### src/rtl/flcr_pkg.sv
// Shared constants, types and helper functions for the framed LED command receiver.
package flcr_pkg;

  // Frame buffer depth in bytes; the write index spans 0 .. FRAME_CAPACITY-1.
  localparam int FRAME_CAPACITY = 32;
  localparam int IDX_W          = $clog2(FRAME_CAPACITY);

  localparam int BYTE_W   = 8;
  localparam int CMD_W    = 16;
  localparam int NUM_LEDS = 4;
  localparam int NUM_CODES = 2 * NUM_LEDS;
  localparam int CODE_IDX_W = $clog2(NUM_CODES);
  localparam int CFG_IDX_W  = CODE_IDX_W + 1;

  // Decimal digits sit at frame indices DIGIT_BASE .. DIGIT_BASE+NUM_DIGITS-1.
  localparam int NUM_DIGITS = 4;
  localparam int DIGIT_BASE = 2;

  localparam logic [BYTE_W-1:0] HDR_FIRST  = 8'h43;
  localparam logic [BYTE_W-1:0] HDR_SECOND = 8'h47;
  localparam logic [BYTE_W-1:0] TRL_FIRST  = 8'h53;
  localparam logic [BYTE_W-1:0] TRL_SECOND = 8'h57;
  localparam logic [CMD_W-1:0]  ASCII_ZERO = 16'h0030;

  // Frame event handed from the framer to the command matcher.
  typedef struct packed {
    logic             done;
    logic [CMD_W-1:0] cmd;
  } frame_evt_t;

  // Decimal weight of digit position k, most significant first.
  function automatic logic [CMD_W-1:0] digit_weight(input int k);
    logic [CMD_W-1:0] w;
    unique case (k)
      0:       w = 16'd1000;
      1:       w = 16'd100;
      2:       w = 16'd10;
      default: w = 16'd1;
    endcase
    return w;
  endfunction

  // Weighted contribution of one ASCII byte, modulo 2^16.
  function automatic logic [CMD_W-1:0] digit_term(input int k, input logic [BYTE_W-1:0] b);
    logic [CMD_W-1:0]   d;
    logic [2*CMD_W-1:0] p;
    d = {{(CMD_W-BYTE_W){1'b0}}, b} - ASCII_ZERO;
    p = d * digit_weight(k);
    return p[CMD_W-1:0];
  endfunction

endpackage

### src/rtl/flcr_framer.sv
// Header/trailer tracking, write index and weighted digit store.
module flcr_framer
  import flcr_pkg::*;
(
  input  logic              clk_i,
  input  logic              rst_ni,
  input  logic              adv_i,
  input  logic [BYTE_W-1:0] byte_i,
  output frame_evt_t        evt_o
);

  logic             hdr_q, hdr_d;
  logic             rcv_q, rcv_d;
  logic             trl_q, trl_d;
  logic [IDX_W-1:0] idx_q, idx_d;
  logic [CMD_W-1:0] term_q [NUM_DIGITS];
  logic [CMD_W-1:0] term_d [NUM_DIGITS];
  logic [CMD_W-1:0] sum;
  logic             done;

  always_comb begin
    hdr_d = hdr_q;
    rcv_d = rcv_q;
    trl_d = trl_q;
    idx_d = idx_q;
    done  = 1'b0;
    for (int k = 0; k < NUM_DIGITS; k++) begin
      term_d[k] = term_q[k];
    end

    // header search runs on every word
    if (!hdr_q && byte_i == HDR_FIRST) begin
      hdr_d = 1'b1;
    end else if (hdr_q && byte_i == HDR_SECOND) begin
      idx_d = IDX_W'(1);
      rcv_d = 1'b1;
    end else begin
      hdr_d = 1'b0;
    end

    if (rcv_d) begin
      // full buffer: drop the frame, store at index 0
      if (idx_d >= IDX_W'(FRAME_CAPACITY - 1)) begin
        trl_d = 1'b0;
        rcv_d = 1'b0;
        idx_d = '0;
      end
      for (int k = 0; k < NUM_DIGITS; k++) begin
        if (idx_d == IDX_W'(DIGIT_BASE + k)) begin
          term_d[k] = digit_term(k, byte_i);
        end
      end
      idx_d = idx_d + IDX_W'(1);

      if (!trl_d && byte_i == TRL_FIRST) begin
        trl_d = 1'b1;
      end else if (trl_d && byte_i == TRL_SECOND) begin
        rcv_d = 1'b0;
        trl_d = 1'b0;
        done  = 1'b1;
      end else begin
        trl_d = 1'b0;
      end
    end

    sum = term_d[0] + term_d[1] + term_d[2] + term_d[3];

    if (done) begin
      idx_d = '0;
      for (int k = 0; k < NUM_DIGITS; k++) begin
        term_d[k] = digit_term(k, '0);
      end
    end
  end

  assign evt_o.done = done;
  assign evt_o.cmd  = done ? sum : '0;

  always_ff @(posedge clk_i or negedge rst_ni) begin
    if (!rst_ni) begin
      hdr_q <= 1'b0;
      rcv_q <= 1'b0;
      trl_q <= 1'b0;
      idx_q <= '0;
      for (int k = 0; k < NUM_DIGITS; k++) begin
        term_q[k] <= digit_term(k, '0);
      end
    end else if (adv_i) begin
      hdr_q <= hdr_d;
      rcv_q <= rcv_d;
      trl_q <= trl_d;
      idx_q <= idx_d;
      for (int k = 0; k < NUM_DIGITS; k++) begin
        term_q[k] <= term_d[k];
      end
    end
  end

endmodule

### src/rtl/flcr_cmd.sv
// Code registers, priority command match and LED state.
module flcr_cmd
  import flcr_pkg::*;
(
  input  logic                 clk_i,
  input  logic                 rst_ni,
  input  logic                 cfg_we_i,
  input  logic [CFG_IDX_W-1:0] cfg_idx_i,
  input  logic [CMD_W-1:0]     cfg_data_i,
  input  logic                 adv_i,
  input  frame_evt_t           evt_i,
  output logic [NUM_LEDS-1:0]  led_d_o
);

  logic [CMD_W-1:0]      code_q [NUM_CODES];
  logic [NUM_LEDS-1:0]   led_q, led_d;
  logic [NUM_CODES-1:0]  hit;
  logic                  any_hit;
  logic [CODE_IDX_W-1:0] sel;

  always_comb begin
    for (int k = 0; k < NUM_CODES; k++) begin
      hit[k] = (code_q[k] == evt_i.cmd);
    end
    any_hit = |hit;
    // lowest register index wins
    sel = '0;
    for (int k = NUM_CODES - 1; k >= 0; k--) begin
      if (hit[k]) begin
        sel = CODE_IDX_W'(k);
      end
    end
    led_d = led_q;
    if (evt_i.done && any_hit) begin
      led_d[sel[CODE_IDX_W-1:1]] = ~sel[0];
    end
  end

  assign led_d_o = led_d;

  always_ff @(posedge clk_i or negedge rst_ni) begin
    if (!rst_ni) begin
      for (int k = 0; k < NUM_CODES; k++) begin
        code_q[k] <= '0;
      end
    end else if (cfg_we_i && cfg_idx_i < CFG_IDX_W'(NUM_CODES)) begin
      code_q[cfg_idx_i[CODE_IDX_W-1:0]] <= cfg_data_i;
    end
  end

  always_ff @(posedge clk_i or negedge rst_ni) begin
    if (!rst_ni) begin
      led_q <= '0;
    end else if (adv_i) begin
      led_q <= led_d;
    end
  end

endmodule

### src/rtl/framed_led_command_receiver.sv
// Top level of the framed LED command receiver: input and result registers.
//
//   channel | direction | handshake                 | payload
//   --------+-----------+---------------------------+-------------------------------------
//   in      | sink      | in_valid_i / in_ready_o   | rx_byte_i
//   out     | source    | out_valid_o / out_ready_i | led_states_o, frame_done_o,
//           |           |                           | command_value_o
//   cfg     | sink      | cfg_we_i (no wait)        | cfg_idx_i, cfg_data_i
//
// One word per cycle sustained while the out side keeps taking results. A word is
// held in the input register, then one pass of framing, decode and code match
// lands it in the result register; the decode and eight-way compare sit between
// those registers. Reset clears all frame state, the code registers and the LED
// bits; there is no clearing pass. A stall on the out side holds the result
// register and, once the input register is full, holds in_ready_o low.
module framed_led_command_receiver
  import flcr_pkg::*;
(
  input  logic                 clk_i,
  input  logic                 rst_ni,
  input  logic                 in_valid_i,
  output logic                 in_ready_o,
  input  logic [BYTE_W-1:0]    rx_byte_i,
  output logic                 out_valid_o,
  input  logic                 out_ready_i,
  output logic [NUM_LEDS-1:0]  led_states_o,
  output logic                 frame_done_o,
  output logic [CMD_W-1:0]     command_value_o,
  input  logic                 cfg_we_i,
  input  logic [CFG_IDX_W-1:0] cfg_idx_i,
  input  logic [CMD_W-1:0]     cfg_data_i
);

  logic                in_valid_q;
  logic [BYTE_W-1:0]   in_byte_q;
  logic                out_valid_q;
  logic [NUM_LEDS-1:0] led_states_q;
  logic                frame_done_q;
  logic [CMD_W-1:0]    command_value_q;
  logic                advance;
  frame_evt_t          evt;
  logic [NUM_LEDS-1:0] led_next;

  // Move the held word into the result register when that register is free
  // or being emptied this cycle.
  assign advance    = in_valid_q && (!out_valid_q || out_ready_i);
  assign in_ready_o = !in_valid_q || advance;

  // Frame tracking: header and trailer detection, write index, digit store.
  flcr_framer u_framer (
    .clk_i  (clk_i),
    .rst_ni (rst_ni),
    .adv_i  (advance),
    .byte_i (in_byte_q),
    .evt_o  (evt)
  );

  // Command matching against the code registers; owns the LED bits.
  flcr_cmd u_cmd (
    .clk_i      (clk_i),
    .rst_ni     (rst_ni),
    .cfg_we_i   (cfg_we_i),
    .cfg_idx_i  (cfg_idx_i),
    .cfg_data_i (cfg_data_i),
    .adv_i      (advance),
    .evt_i      (evt),
    .led_d_o    (led_next)
  );

  // Input register: take a new word whenever the slot is empty or draining.
  always_ff @(posedge clk_i or negedge rst_ni) begin
    if (!rst_ni) begin
      in_valid_q <= 1'b0;
    end else if (in_ready_o) begin
      in_valid_q <= in_valid_i;
    end
  end

  always_ff @(posedge clk_i) begin
    if (in_valid_i && in_ready_o) begin
      in_byte_q <= rx_byte_i;
    end
  end

  // Result register: fill on advance, drop the valid once taken.
  always_ff @(posedge clk_i or negedge rst_ni) begin
    if (!rst_ni) begin
      out_valid_q  <= 1'b0;
      led_states_q <= '0;
    end else if (advance) begin
      out_valid_q  <= 1'b1;
      led_states_q <= led_next;
    end else if (out_ready_i) begin
      out_valid_q  <= 1'b0;
    end
  end

  always_ff @(posedge clk_i) begin
    if (advance) begin
      frame_done_q    <= evt.done;
      command_value_q <= evt.cmd;
    end
  end

  assign out_valid_o     = out_valid_q;
  assign led_states_o    = led_states_q;
  assign frame_done_o    = frame_done_q;
  assign command_value_o = command_value_q;

`ifndef SYNTHESIS
  // A result without a completed frame carries no command.
  a_cmd_zero: assert property (@(posedge clk_i) disable iff (!rst_ni)
    out_valid_o && !frame_done_o |-> command_value_o == '0)
    else $error("command value set without a completed frame");

  // LEDs change only on a completed frame.
  a_led_hold: assert property (@(posedge clk_i) disable iff (!rst_ni)
    advance && !evt.done |-> led_next == led_states_q)
    else $error("LED state changed without a completed frame");

  // A word that advances shows up as a result in the next cycle.
  a_adv_out: assert property (@(posedge clk_i) disable iff (!rst_ni)
    advance |=> out_valid_o)
    else $error("advanced word did not reach the result register");
`endif

endmodule

### config.mk
export PLATFORM = sky130hd
export DESIGN_NAME = framed_led_command_receiver
export DESIGN_NICKNAME = d
export VERILOG_FILES = /design/src/rtl/flcr_pkg.sv /design/src/rtl/flcr_framer.sv /design/src/rtl/flcr_cmd.sv /design/src/rtl/framed_led_command_receiver.sv
export SDC_FILE = /design/constraint.sdc
export NUM_CORES = 1
export LEC_CHECK = 0
export BUFFER_PORTS_ARGS = -buffer_cell sky130_fd_sc_hd__buf_2
export CORE_ASPECT_RATIO = 0.7
export CORE_MARGIN = 5
export CORE_UTILIZATION = 51
export DETAILED_ROUTE_END_ITERATION = 6
export GPL_TIMING_DRIVEN = 0
export PLACE_DENSITY = 0.78
export SLEW_MARGIN = 20
export SYNTH_ARGS = -nofsm -noshare
export SYNTH_HDL_FRONTEND = slang
export SYNTH_SLANG_ARGS = --single-unit
### constraint.sdc
create_clock -name clk_i -period 8.7 [get_ports clk_i]
set_input_delay 1.305 -clock clk_i [delete_from_list [all_inputs] [get_ports clk_i]]
set_output_delay 1.305 -clock clk_i [all_outputs]
set_load 0.02 [all_outputs]
Yosys cells after proc, flatten, opt, wreduce, memory -nomap -nowiden
Cells that the tools add are included.
Word-level totals
  register bits: 231
  input bits: 33
  output and inout bits: 23
  logic and storage cells: 136
Operators by class
  $add $sub $neg: 5
  multiply operators: 8
  order comparisons: 6
  equal/unequal tests: 17
  multiplexer cells: 55
  bitwise gates (word level): 2
  reduce and logical (&&, ||, !) cells: 21
Operators by type and width (number)
  $mux W16: 18
  $bwmux W128: 1
  $eq A16 B16 Y1: 8
  $mux W64: 2
  $mul A12 B16 Y12 const A: 4
  $mul A16 B16 Y16: 4
  $add A16 B16 Y16: 3
  $demux W16 S3: 1
  $eq A8 B7 Y1 const B: 4
  $mux W5: 6
  $mux W3: 8
  $mux W1: 17
  $eq A5 B2 Y1 const B: 2
  $eq A5 B3 Y1 const B: 2
  $logic_and A1 B1 Y1: 10
  $sub A8 B6 Y9 const B: 1
  $reduce_or A8 Y1: 1
  $reduce_and A2 Y1: 3
  $add A5 B1 Y5 const B: 1
  $ge A5 B5 Y1 const B: 1
  $bwmux W4: 1
  $ge A4 B4 Y1 const B: 1
  $logic_not A1 Y1: 4
  $lt A4 B1 Y1 const B: 1
  other kinds (9): 10

Depth between registers and ports, before layout
Gate-level depths: netlist (run 1).
  word-level depth: 31
  gate-level depth with buffers: 34
  depth with buffers taken out: 33

Modules after synthesis
From an unflattened synthesis (run 1), not the netlist that was laid out.
Second synthesis, totals
  cells, all modules: 1360
  area total of the unflattened synthesis: 15418.5 sq um
Modules (own cells, without submodules)
  flcr_framer: times used 1, cells each 824, area an instance 7692.4 sq um, sequential area each 1838.0 sq um
  flcr_cmd: times used 1, cells each 494, area an instance 6708.9 sq um, sequential area each 3303.2 sq um
  framed_led_command_receiver: times used 1, cells each 42, area an instance 1017.2 sq um, sequential area each 900.9 sq um

Least setup slack after synthesis (run 1)
OpenSTA, ideal clock, no wires.
  path type: reg2reg
  start point: register in_byte_q[5]
  end point: register u_cmd.led_q[3]
  library setup time: 0.137 ns
  arrival time: 7.730 ns
  required time: 8.563 ns
  slack: 0.833 ns
  cell stages (with the launch flop): 31
  buffers on the path: 0
  period minus slack after synthesis: 7.867 ns
  cell sequence: edfxtp_1 -> ha_1 -> xor2_1 -> inv_1 -> ha_1 -> inv_1 -> fa_1 -> inv_1 -> fa_1 -> ha_1 -> fa_1 -> ha_1 -> ha_1 -> a21oi_1 -> xnor2_1 -> nor2_1 -> a21oi_1 -> fa_1 -> inv_1 -> ha_1 -> o21ai_0 -> nor2b_1 -> a21oi_2 -> a311o_1 -> or3_1 -> a21o_4 -> nand2_8 -> xor2_2 -> o2111ai_2 -> o41ai_1 -> o31ai_1
RTL lines
  from (decl): line framed_led_command_receiver.sv:35  | logic [BYTE_W-1:0] in_byte_q;
  from (signal assigned): line framed_led_command_receiver.sv:81  | in_byte_q <= rx_byte_i;
  to (signal assigned): line flcr_cmd.sv:55  | led_q <= led_d;
  to (decl): line flcr_cmd.sv:16  | logic [NUM_LEDS-1:0] led_q, led_d;

Worst setup path in the final report (run 1)
  start point: register in_byte_q[5]
  end point: register u_cmd.led_q[3]
On the way
  cells in the longest elaborated chain, start to end: 28
  elaborated cells between the ends (all ways): 65
  classes of those cells: add/sub (4); mul (4); order compare (3); eq/ne (16); mux (28); bitwise (1); reduce/logical (9)
Ends and longest elaborated chain
  branches (longest 28 deep; another with $mul A16 B16 Y16)
Parallel ways; which one is timed is not known. The select of a mux whose other input is x is not followed.
A chain may end at the register's enable or synchronous reset.

==> metrics.log, run 1 <==
INFO  metric finalMaxSlewViolations = 0
INFO  metric timing_hold_violations_final = 0
INFO  metric power.switching = 2.43 mW
INFO  metric finalCritPeriodShare = 0.973
INFO  metric ys.flop_type = dfrtp_1
INFO  metric seq_area_frac_synth = 0.369
INFO  metric core_ar = 0.0311 sq mm
INFO  metric leakage = 8.12 nW
INFO  metric power.share.combinational = 0.547
INFO  metric required_time_reported_for_the_critical_path_endpoint = ~9200 ps
INFO  metric final-seq-area = 0.00594 sq mm
INFO  metric synth_fp_nets = roughly 1800
INFO  metric cts.htree.levels = 1
INFO  metric cp_data_arrival_time = 8910 ps
INFO  metric finish.cell_count_without_fillers = 2094
INFO  metric worstPathMaxFanout = 10
INFO  metric timing.fmax = between 0.1 and 0.15 GHz
INFO  metric internal_power = 3.12 mW
INFO  metric critical_path.reg2reg.endpoint = u_cmd.led_q[3]
INFO  metric dp_hpwl = around 35 mm
INFO  metric detailedPlace.worstSlack = -1170 ps
INFO  metric grt-ovfl-total = 0
INFO  metric p_sw_frac = 0.437
INFO  metric power_per_cell_area = 303 mW/mm^2
INFO  metric grt_pass1_wl = 72.4 mm
INFO  metric synthCells = 1550
INFO  metric cts_inserted_buffers = 25
INFO  metric critPathMostFrequentCell = inv_1
INFO  metric cp-endpoint = u_cmd.led_q[3]
INFO  metric synth_warnings = 0
INFO  metric slew_headroom = 0.337
INFO  metric hold_path_class = reg -> reg
INFO  metric reg2reg_depth = 30
INFO  metric syn-mean-instance-area = 10.4 sq um
INFO  metric number_of_synthesized_flops_with_an_enable_pin = 25
INFO  metric clock-root-buffer = clkbuf_16
INFO  metric power.ir.vdd_worst = 0.231 mV
INFO  metric period_needed = ~8500 ps
INFO  metric yosys_register_bits = 231
INFO  metric ctsHoldBuffers = 0
INFO  metric dr_total_vias = between 10000 and 15000
INFO  metric synth_largest_area_cell = dfrtp_1
INFO  metric synth.cell_area = 0.0161 sq mm
INFO  metric antenna_left = 0
INFO  metric multiInputGateArea = 0.00986 sq mm
INFO  metric clock_power_share = 0.186
INFO  metric clock_tree_buffer_depth = 3
INFO  metric port_buffers = 53
INFO  metric layout-drive-gt1-share = 0.218
INFO  metric detail_route.first_pass.iterations = 5
INFO  metric floorplan.die.width = 222 um
INFO  metric timing.critical_path.from = in_byte_q[5]
INFO  metric tightestPinTransition = 990 ps
INFO  metric row_count = 54
INFO  metric critical_path.reg2reg.startpoint = in_byte_q[5]
INFO  metric dr.first_iter.drc_count = 1489
INFO  metric critPathKind = reg -> reg
INFO  metric hold_slack = ~480 ps
INFO  metric drc_violation_count_after_routing = 0
INFO  metric placedCellCount = 2028
INFO  metric num-fill-cells = roughly 2500
INFO  metric ff2ff_setup_slack = 240 ps
INFO  metric finalNetCount = roughly 1900
INFO  metric run_status = finished clean
INFO  metric routed_wirelength = 46.6 mm
INFO  metric synthDominantCellAreaShare = 0.275
INFO  metric synthTopCellsByCount = 177 x dfrtp_1, 128 x ha_1, 125 x mux2_2
INFO  metric seq_power_share = 0.267
INFO  metric area_growth = 13.6%
INFO  metric grt_max_degree = 87
INFO  metric cts.clk_slew.worst_paths = ~70 ps
INFO  metric routedWlPerCell = ~22 um
INFO  metric cts.sinks = 231
INFO  metric netlist_top_cells_area = dfrtp_1 27%, ha_1 9.9%, mux2_2 8.7%, fa_1 7.5%, dfstp_2 4.7%
INFO  metric finClkSkew = 21.3 ps
INFO  metric initial_cell_density_of_the_core = 0.517
INFO  metric worst_path_max_delay_cell = fa_1
INFO  metric startpoint_type = register
INFO  metric number_of_global_route_vias_before_repair = ~13000
INFO  metric detail_routed_via_count_per_cell = between 6 and 7
INFO  metric drv_cap = 0
INFO  metric routability_congestion = 0.953
INFO  metric worst_skew_late_latency = about 540 ps
INFO  metric share_of_async_settable_or_async_resettable_flops_after_synthesis = 0.892
INFO  metric die_area = 0.0353 sq mm
INFO  metric dieHeight = 159 um
INFO  metric netlist-cell-type-count = 90
INFO  metric report.final.setup_viol = 0
INFO  metric worst_path_largest_cell_delay = 570 ps
INFO  metric final_critical_path_setup_slack = roughly 240 ps
INFO  metric antenna_found_initial = 1
INFO  metric num_io_pins = 56
INFO  metric cts_tree = done
INFO  metric gr-usage-all-layers = 0.257
INFO  metric yosys.cell_count.top_type = dfrtp_1
INFO  metric critPathCaptureType = register
worst min-delay path by stage:
stage	start	endpoint	slack (ps)	cells past startpoint
3_5_place_dp	u_framer.term_q[51]	u_framer.term_q[51]	470	2
5_1_grt	u_framer.term_q[44]	u_framer.term_q[44]	500	2
2_1_floorplan	u_framer.term_q[51]	u_framer.term_q[51]	450	2
4_1_cts	u_framer.term_q[51]	u_framer.term_q[51]	480	2
6_report	u_framer.term_q[35]	u_framer.term_q[35]	480	2
3_3_place_gp	u_framer.term_q[20]	u_framer.term_q[20]	460	2
cell families (layout without fill, tap and decap cells):
group / after synthesis / count (layout) / share of synthesized area
xor gates and xnor gates: 115 / 115 / 0.0643
buffers and inverters: 170 / 293 / 0.0415
and+or+nand+nor: 352 / 352 / 0.113
AOI/OAI and AO/OA: 340 / 340 / 0.133
muxes: 154 / 154 / 0.105
adders and majority gates: 188 / 188 / 0.174
DFF: 231 / 231 / 0.369
other: 0 / 1 / 0
registers in the layout (all words and copies together), names as in the netlist:
signal	count
u_cmd.code_q	128
u_framer.term_q	64
command_value_o	16
in_byte_q	8
u_framer.idx_q	5
u_cmd.led_q	4
frame_done_o	1
in_valid_q	1
out_valid_o	1
u_framer.hdr_q	1
u_framer.rcv_q	1
u_framer.trl_q	1
per-layer routing:
| metal | wire (um) | global-route usage |
|---|---|---|
| met5 | 13 | 0 |
| met4 | 1270 | 0.0646 |
| met3 | 5890 | 0.0989 |
| met2 | 19200 | 0.359 |
| met1 | 20200 | 0.376 |
per-stage QoR:
stage	utilization	cell area, sq um	TNS (ps)	total power [mW]
final	0.588	18300	0	5.55
after global routing	0.588	18300	-165	5.89
after CTS	0.576	17900	0	5.29
after detailed placement	0.546	17000	-3600	4.19
after global placement	0.543	16900	-3430	4.08
after floorplan	-	16100	0	3.40
power groups by stage:
| stage | clock network [mW] | logic [mW] | registers [mW] |
|---|---|---|---|
| after CTS | 1.03 | 2.78 | 1.47 |
| after detailed placement | 0 | 2.70 | 1.49 |
| after global routing | 1.09 | 3.30 | 1.50 |
| after global placement | 0 | 2.61 | 1.47 |
| after floorplan | 0 | 1.96 | 1.45 |
| final | 1.03 | 3.03 | 1.48 |
what timing repair did:
item	CTS	global route
hold endpoints to repair	0	0
buffers inserted	5	17
setup endpoints to repair	4	4
pin swaps	2	8
gates resized for setup	23	55
gates cloned	0	0
cell usage in the layout (no fill, tap or decap), types with 57 or more instances in the layout:
| cell type | netlist | routed |
|---|---|---|
| mux2_2 | 125 | 125 |
| fa_1 | 60 | 57 |
| inv_1 | 107 | 104 |
| nand2_1 | 81 | 81 |
| o21ai_0 | 86 | 83 |
| ha_1 | 128 | 124 |
| nor2_1 | 94 | 93 |
| xnor2_1 | 72 | 67 |
| a21oi_1 | 113 | 101 |
| buf_2 | 10 | 62 |
| dfrtp_1 | 177 | 177 |
final cells by class:
class | count | share of cell area
Multi-Input combinational cell | 1149 | 0.538
Sequential cell | 231 | 0.325
Clock buffer | 32 | 0.0362
Timing Repair Buffer | 80 | 0.0290
Tap cell | 420 | 0.0287
Inverter | 109 | 0.0228
Buffer | 60 | 0.0146
Clock inverter | 12 | 0.00540
Antenna cell | 1 | 0.000137
critical path: cells and delay by family, from the launching register on:
kind	cells	cell delay [ps]
buf+inv	7	1410
fa+ha+maj	5	1850
xor+xnor	1	230
simple gates	11	3220
flops	1	430
compound gates	6	1210
(Power assumes the default switching activity.)
==> run 2: changes to the inputs <==
--- a/config.mk
+++ b/config.mk
@@ -11,7 +11,7 @@
 export CORE_UTILIZATION = 51
 export DETAILED_ROUTE_END_ITERATION = 6
 export GPL_TIMING_DRIVEN = 0
-export PLACE_DENSITY = 0.78
+export PLACE_DENSITY = 0.75
 export SLEW_MARGIN = 20
 export SYNTH_ARGS = -nofsm -noshare
 export SYNTH_HDL_FRONTEND = slang
==> run 2 against run 1 <==
  * The flow now finishes with violations (design-rule violations)
  * Design area about the same
  * Sequential share of layout area hardly changed
  * Core utilization grew 0.056 points
  * Power decreased by 0.38%
  * Fmax is 0.28% lower
  * Count of clock-buffer cells in the layout up 1
  * Worst hold slack worse by 2.5 ps
  * Sequential cell count is the same
==> metrics.log, run 2 (synthesis results as in run 1) <==
INFO  metric placedCellCount = 2028
INFO  metric drc_violation_count_after_routing = 4
INFO  metric cts.htree.levels = 1
INFO  metric report.power.total = 5.53 mW
INFO  metric p_sw_frac = 0.436
INFO  metric floorplan.die.width = 222 um
INFO  metric postLayoutCoreUtil = 0.588
INFO  metric detail_routed_via_count_per_cell = 6.17
INFO  metric leakage = 8.10 nW
INFO  metric dr_total_vias = 12900
INFO  metric critPathCaptureType = register
INFO  metric clock_tree_buffer_depth = 3
INFO  metric finish.cell_count_without_fillers = 2097
INFO  metric tightestPinTransition = 1030 ps
INFO  metric power.ir.vdd_worst = 0.234 mV
INFO  metric num-fill-cells = 2503
INFO  metric grt-ovfl-total = 0
INFO  metric critical_path.reg2reg.endpoint = u_cmd.led_q[2]
INFO  metric number_of_cells_on_the_worst_hold_path = 2
INFO  metric finalNetCount = 1880
INFO  metric worst_path_largest_cell_delay = roughly 540 ps
INFO  metric largest-register = u_cmd.code_q
INFO  metric dieHeight = 159 um
INFO  metric core_ar = 0.0311 sq mm
INFO  metric drv_cap = 0
INFO  metric die_area = between 0.03 and 0.04 sq mm
INFO  metric hold_start = u_framer.term_q[3]
INFO  metric power_per_cell_area = 302 mW/mm^2
INFO  metric run_status = finished, violations left
INFO  metric layout-drive-gt1-share = 0.215
INFO  metric cts_tree = done
INFO  metric reg2reg_depth = 30
INFO  metric grt_max_degree = 94
INFO  metric num_io_pins = 56
INFO  metric clock_power_share = 0.185
INFO  metric startpoint_type = register
INFO  metric antenna_found_initial = 2
INFO  metric finalMaxSlewViolations = 0
INFO  metric area_growth = 13.7%
INFO  metric initial_cell_density_of_the_core = 0.517
INFO  metric routability_congestion = 0.949
INFO  metric internal_power = 3.12 mW
INFO  metric dr.first_iter.drc_count = around 1500
INFO  metric failing_checks = design-rule violations
INFO  metric gr-usage-all-layers = 0.260
INFO  metric detail_route.first_pass.iterations = 7
INFO  metric worstPathMaxFanout = 10
INFO  metric cts.sinks = about 230
INFO  metric number_of_global_route_vias_before_repair = around 13000
INFO  metric hold_path_class = reg -> reg
INFO  metric critical_path.reg2reg.startpoint = in_byte_q[4]
INFO  metric design_area = 0.0183 sq mm
INFO  metric setup_tns = 0 ps
INFO  metric report.final.setup_viol = 0
INFO  metric cts_inserted_buffers = 25
INFO  metric required_time_reported_for_the_critical_path_endpoint = between 9000 and 10000 ps
INFO  metric ff2ff_setup_slack = 210 ps
INFO  metric worstHoldEndpoint = u_framer.term_q[3]
INFO  metric finalCritPeriodShare = 0.976
INFO  metric hold_slack = 481 ps
INFO  metric cp_data_arrival_time = 8900 ps
INFO  metric highest_count_cells_in_the_layout_ignoring_fill_and_taps = 177 x dfrtp_1, 125 x mux2_2, 124 x ha_1, 104 x a21oi_1, 103 x inv_1
INFO  metric final_critical_path_setup_slack = approximately 210 ps
INFO  metric power.share.combinational = 0.548
INFO  metric row_count = 54
INFO  metric clock-root-buffer = clkbuf_16
INFO  metric worst_path_max_delay_cell = fa_1
INFO  metric worst_skew_late_latency = 540 ps
INFO  metric power.switching = 2.41 mW
INFO  metric timing.fmax = 0.118 GHz
INFO  metric antenna_left = 0
INFO  metric timing_hold_violations_final = 0
INFO  metric slew_headroom = 0.306
INFO  metric cts.clk_slew.worst_paths = approximately 60 ps
INFO  metric layout_commonest_cell = dfrtp_1
INFO  metric grt_pass1_wl = 73.3 mm
INFO  metric port_buffers = 53
INFO  metric postPlaceCellArea = between 0.015 and 0.02 sq mm
INFO  metric largest_register_ffs = 128
INFO  metric dp_hpwl = approximately 35 mm
INFO  metric routedWlPerCell = ~22 um
INFO  metric detailedPlace.worstSlack = -1250 ps
INFO  metric seq_power_share = 0.267
INFO  metric critPathKind = reg -> reg
INFO  metric n_antenna_cell = 0
INFO  metric finClkSkew = approximately 13 ps
INFO  metric routed_wirelength = around 47 mm
INFO  metric period_needed = 8490 ps
==> run 2: repair_timing <==
| action | 4_1_cts | 5_1_grt |
|---|---|---|
| endpoints found under the hold margin | 0 | 0 |
| pin swaps | 2 | 8 |
| resized for setup | 24 | 53 |
| setup buffers | 6 | 20 |
| endpoints found under the setup margin | 4 | 4 |
| hold buffers | 0 | 0 |
==> run 2: final cells by class <==
class	count	area, sq um	share of cell area
flip-flops and latches	231	5940	0.324
clock inverters	12	93.8	0.00512
inverters	109	422	0.0230
clock buffers	33	666	0.0363
plain buffers	59	269	0.0147
repair buffers	84	568	0.0310
multi-input cells	1149	9830	0.537
well taps	420	526	0.0287
==> run 2: worst max path at each step <==
| stage | end | startpoint | depth (start not counted) |
|---|---|---|---|
| 6_report | u_cmd.led_q[2] | in_byte_q[4] | 30 |
| 2_1_floorplan | u_cmd.led_q[3] | in_byte_q[5] | 30 |
| 5_1_grt | u_cmd.led_q[2] | in_byte_q[4] | 30 |
| 4_1_cts | u_cmd.led_q[2] | in_byte_q[1] | 29 |
| 3_3_place_gp | u_cmd.led_q[2] | in_byte_q[4] | 29 |
| 3_5_place_dp | u_cmd.led_q[2] | in_byte_q[4] | 30 |
==> run 2: worst max-delay path: cells and delay by family (launching register included) <==
family | cells | cell delay (ps)
compound gates | 7 | 1780
fa+ha+maj | 10 | 4060
buf+inv | 6 | 750
flops | 1 | 480
simple gates | 7 | 1290
==> run 2: per-layer routing <==
metal	up-vias	global-route usage	routed length [um]
met4	4	0.0479	1030
li1	5773	-	-
met1	6374	0.380	20400
met5	-	0	14
met2	674	0.369	19500
met3	109	0.107	6100
==> run 2: power by group through the flow <==
stage	sequential [mW]	clock [mW]	combinational (mW)
after floorplan	1.45	0	1.96
after global placement	1.47	0	2.61
after detailed placement	1.48	0	2.69
after CTS	1.46	1.03	2.78
after global routing	1.49	1.08	3.28
final	1.48	1.02	3.03
